[src/hw/rtl/rgbhsv_pkg.sv]
package rgbhsv_pkg;

    localparam int CHAN_W   = 8;
    localparam int HUE_W    = 13;
    localparam int QUO_W    = 10;
    localparam int NUM_W    = CHAN_W + QUO_W;
    localparam int STEPS    = QUO_W;

    localparam logic [HUE_W-1:0] HUE_TURN     = 13'd5760;
    localparam logic [HUE_W-1:0] HUE_GREEN    = 13'd1920;
    localparam logic [HUE_W-1:0] HUE_BLUE     = 13'd3840;

    localparam logic [1:0] SECT_RED   = 2'd0;
    localparam logic [1:0] SECT_GREEN = 2'd1;
    localparam logic [1:0] SECT_BLUE  = 2'd2;

    typedef struct packed {
        logic [CHAN_W-1:0] rem;
        logic [QUO_W-1:0]  num_quo;
        logic [CHAN_W-1:0] div;
    } rgbhsv_lane_t;

    typedef struct packed {
        rgbhsv_lane_t      hue_lane;
        rgbhsv_lane_t      sat_lane;
        logic [1:0]        sector;
        logic              neg;
        logic              gray;
        logic [CHAN_W-1:0] bright;
    } rgbhsv_work_t;

    function automatic rgbhsv_lane_t div_step(input rgbhsv_lane_t lane);
        rgbhsv_lane_t      res;
        logic [CHAN_W:0]   trial;
        logic              q;
        trial = {lane.rem, lane.num_quo[QUO_W-1]};
        q     = (trial >= {1'b0, lane.div});
        res.div = lane.div;
        if (q)
        begin
            res.rem = CHAN_W'(trial - {1'b0, lane.div});
        end
        else
        begin
            res.rem = trial[CHAN_W-1:0];
        end
        res.num_quo = {lane.num_quo[QUO_W-2:0], q};
        return res;
    endfunction

endpackage

[src/hw/rtl/rgbhsv_front.sv]
module rgbhsv_front
    import rgbhsv_pkg::*;
(
    input  logic              clk,
    input  logic              rst_n,
    input  logic              up_valid,
    input  logic [CHAN_W-1:0] red,
    input  logic [CHAN_W-1:0] green,
    input  logic [CHAN_W-1:0] blue,
    output logic              up_take,
    output logic              down_valid,
    output rgbhsv_work_t      down_work,
    input  logic              down_take
);

    logic              valid_reg;
    rgbhsv_work_t      work_reg;
    rgbhsv_work_t      work_next;
    logic [CHAN_W-1:0] mx;
    logic [CHAN_W-1:0] mn;
    logic [CHAN_W-1:0] chroma;
    logic [CHAN_W-1:0] pos;
    logic [CHAN_W-1:0] negv;
    logic [CHAN_W-1:0] diff;
    logic [1:0]        sector;
    logic [NUM_W-1:0]  num_hue;
    logic [NUM_W-1:0]  num_sat;

    always_comb
    begin
        if (red >= green && red >= blue)
        begin
            sector = SECT_RED;
            mx     = red;
            pos    = green;
            negv   = blue;
        end
        else if (green >= blue)
        begin
            sector = SECT_GREEN;
            mx     = green;
            pos    = blue;
            negv   = red;
        end
        else
        begin
            sector = SECT_BLUE;
            mx     = blue;
            pos    = red;
            negv   = green;
        end
        mn = red;
        if (green < mn)
        begin
            mn = green;
        end
        if (blue < mn)
        begin
            mn = blue;
        end
        chroma  = mx - mn;
        diff    = (pos >= negv) ? (pos - negv) : (negv - pos);
        num_hue = {diff, 10'd0} - {4'd0, diff, 6'd0};
        num_sat = {2'd0, chroma, 8'd0} - {10'd0, chroma};

        work_next.hue_lane.rem     = num_hue[NUM_W-1:QUO_W];
        work_next.hue_lane.num_quo = num_hue[QUO_W-1:0];
        work_next.hue_lane.div     = chroma;
        work_next.sat_lane.rem     = num_sat[NUM_W-1:QUO_W];
        work_next.sat_lane.num_quo = num_sat[QUO_W-1:0];
        work_next.sat_lane.div     = mx;
        work_next.sector           = sector;
        work_next.neg              = (pos < negv);
        work_next.gray             = (chroma == '0);
        work_next.bright           = mx;
    end

    assign up_take    = !valid_reg || down_take;
    assign down_valid = valid_reg;
    assign down_work  = work_reg;

    always_ff @(posedge clk or negedge rst_n)
    begin
        if (!rst_n)
        begin
            valid_reg <= 1'b0;
        end
        else if (up_take)
        begin
            valid_reg <= up_valid;
        end
    end

    always_ff @(posedge clk)
    begin
        if (up_take && up_valid)
        begin
            work_reg <= work_next;
        end
    end

endmodule

[src/hw/rtl/rgbhsv_div_cell.sv]
module rgbhsv_div_cell
    import rgbhsv_pkg::*;
(
    input  logic         clk,
    input  logic         rst_n,
    input  logic         up_valid,
    input  rgbhsv_work_t up_work,
    output logic         up_take,
    output logic         down_valid,
    output rgbhsv_work_t down_work,
    input  logic         down_take
);

    logic         valid_reg;
    rgbhsv_work_t work_reg;
    rgbhsv_work_t work_next;

    always_comb
    begin
        work_next          = up_work;
        work_next.hue_lane = div_step(up_work.hue_lane);
        work_next.sat_lane = div_step(up_work.sat_lane);
    end

    assign up_take    = !valid_reg || down_take;
    assign down_valid = valid_reg;
    assign down_work  = work_reg;

    always_ff @(posedge clk or negedge rst_n)
    begin
        if (!rst_n)
        begin
            valid_reg <= 1'b0;
        end
        else if (up_take)
        begin
            valid_reg <= up_valid;
        end
    end

    always_ff @(posedge clk)
    begin
        if (up_take && up_valid)
        begin
            work_reg <= work_next;
        end
    end

endmodule

[src/hw/rtl/rgbhsv_back.sv]
module rgbhsv_back
    import rgbhsv_pkg::*;
(
    input  logic              clk,
    input  logic              rst_n,
    input  logic              up_valid,
    input  rgbhsv_work_t      up_work,
    output logic              up_take,
    output logic              out_valid,
    input  logic              out_stall,
    output logic [HUE_W-1:0]  hue,
    output logic [CHAN_W-1:0] saturation,
    output logic [CHAN_W-1:0] brightness,
    output logic              is_gray
);

    logic              valid_reg;
    logic [HUE_W-1:0]  hue_reg;
    logic [HUE_W-1:0]  hue_next;
    logic [CHAN_W-1:0] sat_reg;
    logic [CHAN_W-1:0] sat_next;
    logic [CHAN_W-1:0] bright_reg;
    logic              gray_reg;
    logic [HUE_W-1:0]  mag;
    logic [HUE_W-1:0]  offset;

    always_comb
    begin
        mag = HUE_W'(up_work.hue_lane.num_quo);
        case (up_work.sector)
            SECT_GREEN: offset = HUE_GREEN;
            SECT_BLUE:  offset = HUE_BLUE;
            default:    offset = '0;
        endcase
        if (up_work.gray)
        begin
            hue_next = '0;
        end
        else if (!up_work.neg)
        begin
            hue_next = offset + mag;
        end
        else if (offset < mag)
        begin
            hue_next = offset + HUE_TURN - mag;
        end
        else
        begin
            hue_next = offset - mag;
        end
        sat_next = (up_work.bright == '0) ? '0 : up_work.sat_lane.num_quo[CHAN_W-1:0];
    end

    assign up_take    = !valid_reg || !out_stall;
    assign out_valid  = valid_reg;
    assign hue        = hue_reg;
    assign saturation = sat_reg;
    assign brightness = bright_reg;
    assign is_gray    = gray_reg;

    always_ff @(posedge clk or negedge rst_n)
    begin
        if (!rst_n)
        begin
            valid_reg <= 1'b0;
        end
        else if (up_take)
        begin
            valid_reg <= up_valid;
        end
    end

    always_ff @(posedge clk)
    begin
        if (up_take && up_valid)
        begin
            hue_reg    <= hue_next;
            sat_reg    <= sat_next;
            bright_reg <= up_work.bright;
            gray_reg   <= up_work.gray;
        end
    end

endmodule

[src/hw/rtl/rgb_to_hsv_converter.sv]
// Stages from an accepted item to its result: 1 min/max stage,
// 10 divider cells, 1 output register.
// One item per cycle unless stalled; each divider cell retires a quotient bit.
// Stall from the output ripples back only through full stages; bubbles close.
// Reset: rst_n asynchronous, active low; clears all stage valid bits.
module rgb_to_hsv_converter
    import rgbhsv_pkg::*;
(
    input  logic              clk,
    input  logic              rst_n,
    input  logic              in_valid,
    output logic              in_stall,
    input  logic [CHAN_W-1:0] red,
    input  logic [CHAN_W-1:0] green,
    input  logic [CHAN_W-1:0] blue,
    output logic              out_valid,
    input  logic              out_stall,
    output logic [HUE_W-1:0]  hue,
    output logic [CHAN_W-1:0] saturation,
    output logic [CHAN_W-1:0] brightness,
    output logic              is_gray
);

    logic         stage_valid [STEPS+1];
    logic         stage_take  [STEPS+1];
    rgbhsv_work_t stage_work  [STEPS+1];
    logic         front_take;

    rgbhsv_front u_front (
        .clk        (clk),
        .rst_n      (rst_n),
        .up_valid   (in_valid),
        .red        (red),
        .green      (green),
        .blue       (blue),
        .up_take    (front_take),
        .down_valid (stage_valid[0]),
        .down_work  (stage_work[0]),
        .down_take  (stage_take[0])
    );

    assign in_stall = !front_take;

    for (genvar i = 0; i < STEPS; i++)
    begin : g_cell
        rgbhsv_div_cell u_cell (
            .clk        (clk),
            .rst_n      (rst_n),
            .up_valid   (stage_valid[i]),
            .up_work    (stage_work[i]),
            .up_take    (stage_take[i]),
            .down_valid (stage_valid[i+1]),
            .down_work  (stage_work[i+1]),
            .down_take  (stage_take[i+1])
        );
    end

    rgbhsv_back u_back (
        .clk        (clk),
        .rst_n      (rst_n),
        .up_valid   (stage_valid[STEPS]),
        .up_work    (stage_work[STEPS]),
        .up_take    (stage_take[STEPS]),
        .out_valid  (out_valid),
        .out_stall  (out_stall),
        .hue        (hue),
        .saturation (saturation),
        .brightness (brightness),
        .is_gray    (is_gray)
    );

    a_gray_hue: assert property (@(posedge clk) disable iff (!rst_n)
        out_valid && is_gray |-> hue == '0 && saturation == '0)
        else $error("gray item with nonzero hue or saturation");

    a_hue_range: assert property (@(posedge clk) disable iff (!rst_n)
        out_valid |-> hue < HUE_TURN)
        else $error("hue out of range");

    a_black_sat: assert property (@(posedge clk) disable iff (!rst_n)
        out_valid && brightness == '0 |-> saturation == '0 && is_gray)
        else $error("black item with nonzero saturation");

    a_no_drop: assert property (@(posedge clk) disable iff (!rst_n)
        out_valid && out_stall |=> out_valid)
        else $error("stalled item dropped");

endmodule
[config.mk]
export PLATFORM = sky130hd
export DESIGN_NAME = rgb_to_hsv_converter
export DESIGN_NICKNAME = d
export VERILOG_FILES = /design/src/hw/rtl/rgbhsv_pkg.sv /design/src/hw/rtl/rgbhsv_front.sv /design/src/hw/rtl/rgbhsv_div_cell.sv /design/src/hw/rtl/rgbhsv_back.sv /design/src/hw/rtl/rgb_to_hsv_converter.sv
export SDC_FILE = /design/constraint.sdc
export NUM_CORES = 1
export LEC_CHECK = 0
export ABC_AREA = 1
export BUFFER_PORTS_ARGS = -buffer_cell sky130_fd_sc_hd__buf_2
export CAP_MARGIN = 20
export CORE_ASPECT_RATIO = 0.9
export CORE_MARGIN = 4
export CORE_UTILIZATION = 40
export DETAILED_ROUTE_END_ITERATION = 8
export GPL_TIMING_DRIVEN = 0
export PLACE_DENSITY_LB_ADDON = 0.3
export REMOVE_ABC_BUFFERS = 1
export SYNTH_ARGS = -nofsm -noshare
export SYNTH_HDL_FRONTEND = slang
export SYNTH_HIERARCHICAL = 1
export SYNTH_SLANG_ARGS = --single-unit
export TNS_END_PERCENT = 1
[constraint.sdc]
create_clock -name clk -period 6.29 [get_ports clk]
set_clock_uncertainty 0.2 [all_clocks]
set_input_delay 0.3145 -clock clk [delete_from_list [all_inputs] [get_ports clk]]
set_output_delay 0.3145 -clock clk [all_outputs]
set_load 0.01 [all_outputs]
==> results of run 1 <==
==> per-layer routing <==
layer | share of wire | GRT usage | vias up | wire length [µm]
li1 | - | - | 12000 | -
met1 | 0.47 | 0.176 | 10500 | 30200
met5 | 0 | 0 | - | 0
met2 | 0.47 | 0.222 | 316 | 30200
met3 | 0.034 | 0.0207 | 101 | 2160
met4 | 0.023 | 0.0368 | 0 | 1470
==> final timing paths <==
kind	end	slack (ns)	depth (start not counted)
min reg2reg	g_cell[3].u_cell/down_work[53]$_DFFE_PP_	0.20	0
max reg2reg	u_front/down_work[53]$_DFFE_PP_	2.54	24
max in group asynchronous	g_cell[0].u_cell/down_valid$_DFFE_PN0N_	4.74	3
min in group asynchronous	g_cell[8].u_cell/down_valid$_DFFE_PN0N_	0.68	3
min	u_front/down_work[3]$_DFFE_PP_	0.06	3
max	u_front/down_work[62]$_DFFE_PP_	0.43	29
==> critical path, delay by kind of cell <==
kind,cells,cell delay (ns)
AOI/OAI and AO/OA,5,0.91
xor gates and xnor gates,2,0.40
buffers and inverters,8,1.35
muxes,1,0.33
adders and majority gates,4,1.30
and+or+nand+nor,9,1.38
==> layout make-up <==
cell class / count / area, µm²
Clock inverter: 40 / 504
Multi-Input combinational cell: 2199 / 14300
Sequential cell: 679 / 20300
Tap cell: 1230 / 1540
Clock buffer: 93 / 1950
Inverter: 626 / 2370
Timing Repair Buffer: 91 / 841
Fill cell: 8384 / 50000
==> layout by cell type, fill, tap and decap left out, drive strengths merged <==
cell type / count
nand4: 44
bufinv: 9
o21ai: 37
o21bai: 1
xnor2: 24
o21a: 5
mux2: 1
nor3: 37
ha: 236
inv: 627
clkinv: 27
conb: 6
fa: 23
a21o: 1
edfxtp: 667
o211ai: 2
o221ai: 27
dfrtp: 12
clkbuf: 93
a21oi: 145
a211oi: 2
nor2: 143
buf: 80
clkinvlp: 3
o2111ai: 2
nand2: 1072
nand3b: 14
nand3: 302
nor4: 2
a21boi: 1
and2: 2
xor2: 62
or2: 8
dlygate4sd3: 11
==> through the flow <==
| stage | setup TNS [ns] | utilization |
|---|---|---|
| 2_1_floorplan | 0 | - |
| 3_3_place_gp | -101.37 | 0.422 |
| 3_5_place_dp | 0 | 0.428 |
| 4_1_cts | 0 | 0.456 |
| 5_1_grt | 0 | 0.456 |
| 6_report | 0 | 0.456 |
==> report_power, final <==
part	leakage, µW	switching, µW	internal, µW
Clock	0.00119	1740	2600
Combinational	0.0108	6100	3590
Sequential	0.00664	690	7050
Total	0.0187	8530	13200
==> repair_timing <==
item	in CTS	in global routing
buffers inserted	0	0
hold buffers	11	0
resized for setup	0	5
hold endpoints to repair	24	0
setup endpoints to repair	0	6
==> summary.txt, run 1 <==
Cells and area
  – N_diodes: 0
  – Max reg flops: 589
  – Design Area, Final: 0.0419 mm²
  – Layout net count: 3,958
  – Share of cells above drive strength 1: 0.180
  – Fin cells: 4,958
  – Area Overhead vs Synth: 12.3%

Timing
  – Fmax achieved: between 0.15 and 0.2 GHz
  – Final period utilization: 0.931
  – Final setup margin: between 0.4 and 0.5 ns
  – RSZ-0062 raised after global routing: no
  – Slew Viols, Final: 0
  – Final Setup Violations: 0
  – Tmin final: around 5.9 ns
  – Hold WS: 0.0647 ns
  – Max_slew headroom: 0.427
  – Final hold viol count: 0
  – Tightest Pin Transition: between 0.8 and 0.9 ns

Global route
  – Grt ovf: 0
  – First-pass GRT wire length: 108,000 µm
  – Largest net degree at the start of global routing: 32
  – Antenna violations before repair: 0
  – Total global routing track utilization: 0.132
  – Via count of the first global-routing pass: between 20,000 and 25,000

Logic synthesis
  – Syn avg cell area: 10.5 µm²
  – Synthesis Warnings: 6
  – Mapped cell area: 0.0373 mm²
  – Post-Syn Instances: approximately 3,500

Floorplan
  – Top Ports: 60
  – Starting utilization of the core area: 0.406
  – CORE AREA: 0.0918 mm²
  – Placement Rows: approximately 110
  – Die width: about 330 µm
  – Die area: 0.0982 mm²
  – Chip Height: 298 µm

Drt
  – DRC viols: 0
  – DRT iter0 DRCs: 1,213
  – Post-route ant nets: 0
  – Routed WL per cell: 12.9 µm
  – DRT Pass-1 Iters: 7
  – Routed via count: roughly 23,000
  – Vias per Instance: 4.63
  – Final wirelength: 64,000 µm

Clocking
  – TritonCTS clock tree: done
  – Clk slew on worst S/H paths: 0.06 ns
  – Root Driver: clkbuf_16
  – Num CTS Buffers: 74
  – Clock sinks: between 600 and 700
  – Clk_lat worst skew: 0.61 ns
  – Max clock buf depth: 3
  – H-Tree Depth: 3

Pwr
  – Lkg Pwr: 0.0187 µW
  – Tot Pwr: 21,800 µW
  – Worst IR Drop VDD: 0.205 mV
  – PwrDens: 520 mW/mm²

Run
  – Max cap viols: 0

Hold path
  – Min-Delay Startpoint: green[3]
  – Worst hold path class: in2reg

Worst setup path
  – CP max stage cell: dlygate4sd3_1
  – Reg2reg start: u_back/out_valid$_DFFE_PN0N_
  – Crit path required time: 6.44 ns
  – Crit end category: flip-flop
  – Startpoint type of the worst setup path: input port
  – Worst-path fanout max: 16
  – Critical path arrival: 6.01 ns
  – Largest stage delay, worst path: 0.52 ns
  – Setup Crit Path Kind: in2reg
  – Crit. Startpoint: red[7]

Placement
  – Buffers on Ports: 59
  – DP Area: 0.0393 mm²
  – Post-DP HPWL: 49,000 µm
  – Inst Count DP: 4,814
  – Dpl ws: 0.0959 ns
  – GP Congestion: 0.864

Status
  – Status: completed
Note: power is estimated with default switching activity, not from simulation.
==> run 2, diff against run 1 <==
--- a/config.mk
+++ b/config.mk
@@ -10,7 +10,7 @@
 export CAP_MARGIN = 20
 export CORE_ASPECT_RATIO = 0.9
 export CORE_MARGIN = 4
-export CORE_UTILIZATION = 40
+export CORE_UTILIZATION = 50
 export DETAILED_ROUTE_END_ITERATION = 8
 export GPL_TIMING_DRIVEN = 0
 export PLACE_DENSITY_LB_ADDON = 0.3
==> run 2 against run 1 <==
Wire length fell by 0.13%. Critical path type unchanged. Highest routed layer unchanged. Largest cell class unchanged. Cell count fell by 5.4%. Sequential share of layout area rose by 0.45 points. Cell area fell by 0.91%. Clock power fell by 3%. Die area fell by 20%.
==> summary.txt, run 2 (synthesis gave the netlist of run 1 again) <==
Cells and area
  – Final core occ: 0.564
  – Design Area, Final: 0.0415 mm²
  – Most frequent cells in the layout: nand2_1 (807), edfxtp_1 (667), inv_1 (587)
  – N_diodes: 0
  – Max reg flops: 589
  – Area Overhead vs Synth: 11.3%
  – Commonest non-fill, non-tap cell in the layout: nand2_1
  – Layout net count: 3,957
  – Share of cells above drive strength 1: 0.179

Pwr
  – Lkg Pwr: approximately 0.019 µW
  – PwrDens: 523 mW/mm²
  – Worst IR Drop VDD: 0.214 mV

Timing
  – Final Setup Violations: 0
  – Tightest Pin Transition: 0.866 ns
  – Final hold viol count: 0
  – Fmax achieved: 0.171 GHz
  – Tmin final: 5.84 ns
  – Slew Viols, Final: 0
  – Max_slew headroom: 0.422
  – RSZ-0062 raised after global routing: no
  – Final period utilization: 0.928

Drt
  – Post-route ant nets: 0
  – DRT Pass-1 Iters: 6
  – Vias per Instance: just under 5
  – Routed via count: 23,100
  – DRT iter0 DRCs: 1,218
  – Routed WL per cell: 13.6 µm
  – Final wirelength: approximately 64,000 µm
  – DRC viols: 0

Worst setup path
  – Worst path depth: 29
  – Worst r2r path cells: 24
  – Largest stage delay, worst path: 0.52 ns
  – Crit path required time: 6.43 ns
  – CP max stage cell: dlygate4sd3_1
  – Worst path bufs/invs: 8
  – CP delay by family, top: buffers and inverters
  – Worst-path fanout max: 16
  – Startpoint type of the worst setup path: input port
  – Setup Crit Path Kind: in2reg
  – Crit end category: flip-flop
  – Critical path arrival: 5.98 ns

Clocking
  – TritonCTS clock tree: done
  – Num CTS Buffers: 74
  – H-Tree Depth: 3
  – Clock sinks: 679
  – Root Driver: clkbuf_16
  – Clk slew on worst S/H paths: about 0.060 ns
  – Max clock buf depth: 3
  – Clk_lat worst skew: between 0.5 and 0.6 ns

Floorplan
  – Die width: 296 µm
  – Starting utilization of the core area: 0.507
  – Top Ports: 60
  – CORE AREA: 0.0735 mm²
  – Die area: 0.0790 mm²
  – Placement Rows: 94
  – Chip Height: 267 µm

Global route
  – Antenna violations before repair: 0
  – First-pass GRT wire length: between 100,000 and 150,000 µm
  – Via count of the first global-routing pass: 22,400
  – Total global routing track utilization: 0.163
  – Largest net degree at the start of global routing: 32
  – Grt ovf: 0

Run
  – Max cap viols: 0

Hold path
  – WHS Path Cells: 3
  – Worst hold path class: in2reg

Placement
  – Buffers on Ports: 59
  – DP Area: between 0.03 and 0.04 mm²
  – GP Congestion: between 0.8 and 0.9
  – Post-DP HPWL: 48,400 µm

Status
  – Status: completed
[run 2: cell types whose count changed in the layout (fill, tap and decap cells not counted), moves of 2 or more]
cell	before	now
bufinv_16	9	6
clkbuf_8	1	3
buf_16	2	4
clkinv_2	10	7
clkinv_4	9	4
buf_12	19	17
clkinv_1	6	13
[run 2: worst paths after layout]
kind | start | endpoint | slack [ns]
worst min register to register | g_cell[3].u_cell/down_work[1]$_DFFE_PP_ | g_cell[4].u_cell/down_work[1]$_DFFE_PP_ | 0.21
worst max register to register | u_back/out_valid$_DFFE_PN0N_ | u_front/down_work[52]$_DFFE_PP_ | 2.67
min in group asynchronous | rst_n | g_cell[5].u_cell/down_valid$_DFFE_PN0N_ | 0.59
worst min-delay path | green[5] | u_front/down_work[5]$_DFFE_PP_ | 0.05
worst max-delay path | red[7] | u_front/down_work[62]$_DFFE_PP_ | 0.45
max in group asynchronous | rst_n | u_front/down_valid$_DFFE_PN0N_ | 4.90
[run 2: timing repair]
action / in CTS / in global routing
hold endpoints to repair: 23 / 0
setup buffers: 0 / 0
hold buffers: 10 / 0
gates resized for setup: 0 / 7
setup endpoints to repair: 0 / 4
[run 2: cell type report]
| cell class | instances | area, µm² |
|---|---|---|
| Tap cell | 960 | 1200 |
| Timing Repair Buffer | 90 | 846 |
| Multi-Input combinational cell | 2199 | 14300 |
| Clock buffer | 96 | 2010 |
| Sequential cell | 679 | 20300 |
| Clock inverter | 38 | 394 |
| Fill cell | 6127 | 32000 |
| Inverter | 626 | 2370 |
[run 2: through the flow]
stage          setup slack (ns)  hold slack (ns)  setup TNS, ns  power, µW  cells
6_report                  0.454           0.0466              0      21700   4688
5_1_grt                  0.0534           0.0393              0      23500   4688
4_1_cts                   0.267          0.00735              0      21900   4688
3_5_place_dp              0.194           0.0191              0      17600   4544
3_3_place_gp             -0.666           0.0140         -68.21      17300   4523
2_1_floorplan              1.02           -0.181              0      15500   3504
[run 2: where the power goes]
group / internal, µW / switching [µW] / leakage (µW)
clock: 2510 / 1700 / 0.00116
sequential: 7050 / 693 / 0.00664
combinational: 3590 / 6130 / 0.0108
[run 2: per-layer routing]
layer / GRT usage / wire [µm] / vias to the layer above
met5: 0 / 0 / -
met4: 0.0509 / 1530 / 0
met3: 0.0233 / 2290 / 109
met2: 0.285 / 31200 / 353
met1: 0.212 / 28900 / 10600
li1: - / - / 12000
[run 2: worst reg2reg max path, stage by stage, from the launching register on]
cell and delay (ns):
dfrtp_1 0.42, nand2_1 0.11, inv_1 0.08, nand2_1 0.08, inv_1 0.08, nand2_1 0.08
inv_1 0.08, nand2_1 0.08, inv_1 0.07, nand2_1 0.08, inv_1 0.08, nand2_1 0.08
inv_1 0.07, nand2_1 0.08, inv_1 0.07, nand2_1 0.08, inv_1 0.07, nand2_1 0.08
inv_1 0.08, nand2_1 0.08, inv_1 0.08, nand2_1 0.09, inv_1 0.08, a21oi_4 0.62
buf_12 0.30
==> run 3, diff against run 2 <==
--- a/config.mk
+++ b/config.mk
@@ -5,12 +5,11 @@
 export SDC_FILE = /design/constraint.sdc
 export NUM_CORES = 1
 export LEC_CHECK = 0
-export ABC_AREA = 1
 export BUFFER_PORTS_ARGS = -buffer_cell sky130_fd_sc_hd__buf_2
 export CAP_MARGIN = 20
 export CORE_ASPECT_RATIO = 0.9
 export CORE_MARGIN = 4
-export CORE_UTILIZATION = 50
+export CORE_UTILIZATION = 40
 export DETAILED_ROUTE_END_ITERATION = 8
 export GPL_TIMING_DRIVEN = 0
 export PLACE_DENSITY_LB_ADDON = 0.3
==> run 3 against run 2 <==
Wire length fell by 13%. Synthesized area fell by 8.9%. Cell count fell by 18%. First-iteration DRC count fell by 2.1%. Synthesized cell count fell by 28%. Non-clock buffer count fell by 6. Sequential power fell by 2%. Critical path type unchanged. Cell area fell by 8.3%. Critical endpoint is now u_front/down_work[28]$_DFFE_PP_. Largest power group unchanged. Critical path depth fell by 1.
==> summary.txt, run 3 <==
Status
  – Status: completed

Placement
  – GP Congestion: around 0.85
  – Buffers on Ports: 59
  – Post-DP HPWL: 41,500 µm
  – Dpl ws: -0.884 ns

Timing
  – Tightest Pin Transition: 0.923 ns
  – RSZ-0062 raised after global routing: no
  – Setup TNS: 0 ns
  – Slew Viols, Final: 0
  – Final hold viol count: 0
  – Max_slew headroom: 0.383
  – Tmin final: 5.85 ns
  – Final period utilization: 0.931
  – Final Setup Violations: 0
  – Final setup margin: 0.437 ns
  – Fmax achieved: 0.171 GHz

Drt
  – Routed WL per cell: 14.4 µm
  – Routed via count: 19,300
  – Final wirelength: 55,500 µm
  – Vias per Instance: 5.01
  – DRT Pass-1 Iters: 7
  – DRC viols: 0
  – Post-route ant nets: 0
  – DRT iter0 DRCs: 1,192

Cells and area
  – Most frequent cells in the layout: edfxtp_1 (667), inv_1 (292), ha_1 (236)
  – Max reg flops: 589
  – Sequential cell area: 0.0203 mm²
  – Layout filler cell count: 7,450
  – Combined area of the multi-input logic cells: 0.0123 mm²
  – Commonest non-fill, non-tap cell in the layout: edfxtp_1
  – Share of cells above drive strength 1: 0.134
  – Layout net count: 2,948
  – Area Overhead vs Synth: 11.9%
  – Final core occ: 0.451
  – N_diodes: 0

Worst setup path
  – Crit end category: flip-flop
  – Startpoint type of the worst setup path: input port
  – Reg-to-reg setup timing slack: 2.50 ns
  – Worst-path fanout max: 15
  – Crit path required time: 6.43 ns
  – Setup Crit Path Kind: in2reg
  – Critical path arrival: roughly 6.0 ns

Floorplan
  – Starting utilization of the core area: 0.403
  – Chip Height: approximately 280 µm
  – CORE AREA: 0.0843 mm²
  – Die area: 0.0897 mm²
  – Die width: 315 µm
  – Placement Rows: between 100 and 150
  – Top Ports: 60

Run
  – Max cap viols: 0

Pwr
  – Lkg Pwr: 0.0149 µW
  – PwrDens: a little over 500 mW/mm²
  – Worst IR Drop VDD: roughly 0.20 mV

Clocking
  – Clock sinks: ~680
  – Num CTS Buffers: 70
  – Clk slew on worst S/H paths: 0.06 ns
  – TritonCTS clock tree: done
  – H-Tree Depth: 3
  – Root Driver: clkbuf_16
  – Max clock buf depth: 3
  – Clk_lat worst skew: 0.60 ns

Global route
  – Largest net degree at the start of global routing: 43
  – First-pass GRT wire length: 94,100 µm
  – Grt ovf: 0
  – Total global routing track utilization: 0.124
  – Via count of the first global-routing pass: 19,500
  – Antenna violations before repair: 0

Logic synthesis
  – Post-Syn Instances: 2,543
  – Syn avg cell area: 13.4 µm²
  – Mapped cell area: between 0.03 and 0.04 mm²
  – Synthesis Warnings: 6

Hold path
  – Worst hold path class: in2reg
run 3: critical path, stage by stage:
cell and delay [ns]:
buf_2 0.13, inv_1 0.09, ha_1 0.31, nor2b_1 0.14, o211ai_2 0.18, a21oi_1 0.20
nor2_4 0.35, nor2_1 0.07, a21oi_1 0.23, ha_1 0.27, o21ai_1 0.08, nand2b_1 0.08
a21oi_1 0.07, o31a_1 0.31, nor3_4 0.53, nor2_1 0.12, a21oi_2 0.25, inv_1 0.08
ha_1 0.27, nor2b_1 0.12, o21ai_1 0.08, a21boi_1 0.21, o21ai_1 0.11, and2b_1 0.21
xnor2_2 0.23, or4_1 0.62, nor3_4 0.23, xnor2_1 0.09
run 3: final cells by class:
type / instances / share of cell area
flip-flops and latches: 679 / 0.534
multi-input cells: 1529 / 0.324
clock buffers: 82 / 0.0478
well taps: 1133 / 0.0373
inverters: 297 / 0.0293
repair buffers: 84 / 0.0187
clock inverters: 42 / 0.00832
run 3: path summary, 6_finish.rpt:
check | cells past startpoint | endpoint | start
max in group asynchronous | 3 | g_cell[1].u_cell/down_valid$_DFFE_PN0N_ | rst_n
min in group asynchronous | 3 | g_cell[9].u_cell/down_valid$_DFFE_PN0N_ | rst_n
worst max register to register | 14 | u_front/down_work[45]$_DFFE_PP_ | u_back/out_valid$_DFFE_PN0N_
worst min register to register | 0 | g_cell[4].u_cell/down_work[22]$_DFFE_PP_ | g_cell[3].u_cell/down_work[21]$_DFFE_PP_
worst max-delay path | 28 | u_front/down_work[28]$_DFFE_PP_ | red[1]
worst min-delay path | 2 | u_front/down_work[1]$_DFFE_PP_ | red[1]
run 3: repair_timing:
item                                    4_1_cts  5_1_grt
pin swaps                                     0        4
buffers inserted                              0        2
endpoints found under the setup margin        5       14
gates resized for setup                       2        3
endpoints found under the hold margin        19        0
hold buffers                                  8        0
run 3: where the power goes:
| group | total, µW | switching (µW) | leakage [µW] | internal (µW) |
|---|---|---|---|---|
| sequential | 7590 | 586 | 0.00662 | 7010 |
| combinational | 8120 | 4430 | 0.00726 | 3680 |
| clock | 3810 | 1640 | 0.00106 | 2170 |
run 3: through the flow:
stage	hold WS, ns	total power (µW)	instance area [µm²]	cells
floorplan	-0.181	13900	33700	2505
global placement	0.0246	15400	35400	3697
detailed placement	0.0413	15700	35700	3710
CTS	0.00157	19700	38000	3842
global route	0.0574	21000	38000	3846
finish	0.0476	19500	38000	3846
run 3: per-layer routing:
layer  wire length, µm  part of all wire  track usage  vias to the layer above
met5                 0                 0            0                        -
met4              1130             0.020       0.0388                        0
met3              2500             0.045       0.0211                       79
met2             26400              0.48        0.207                      386
met1             25500              0.46        0.165                     9143
li1                  -                 -            -                     9651
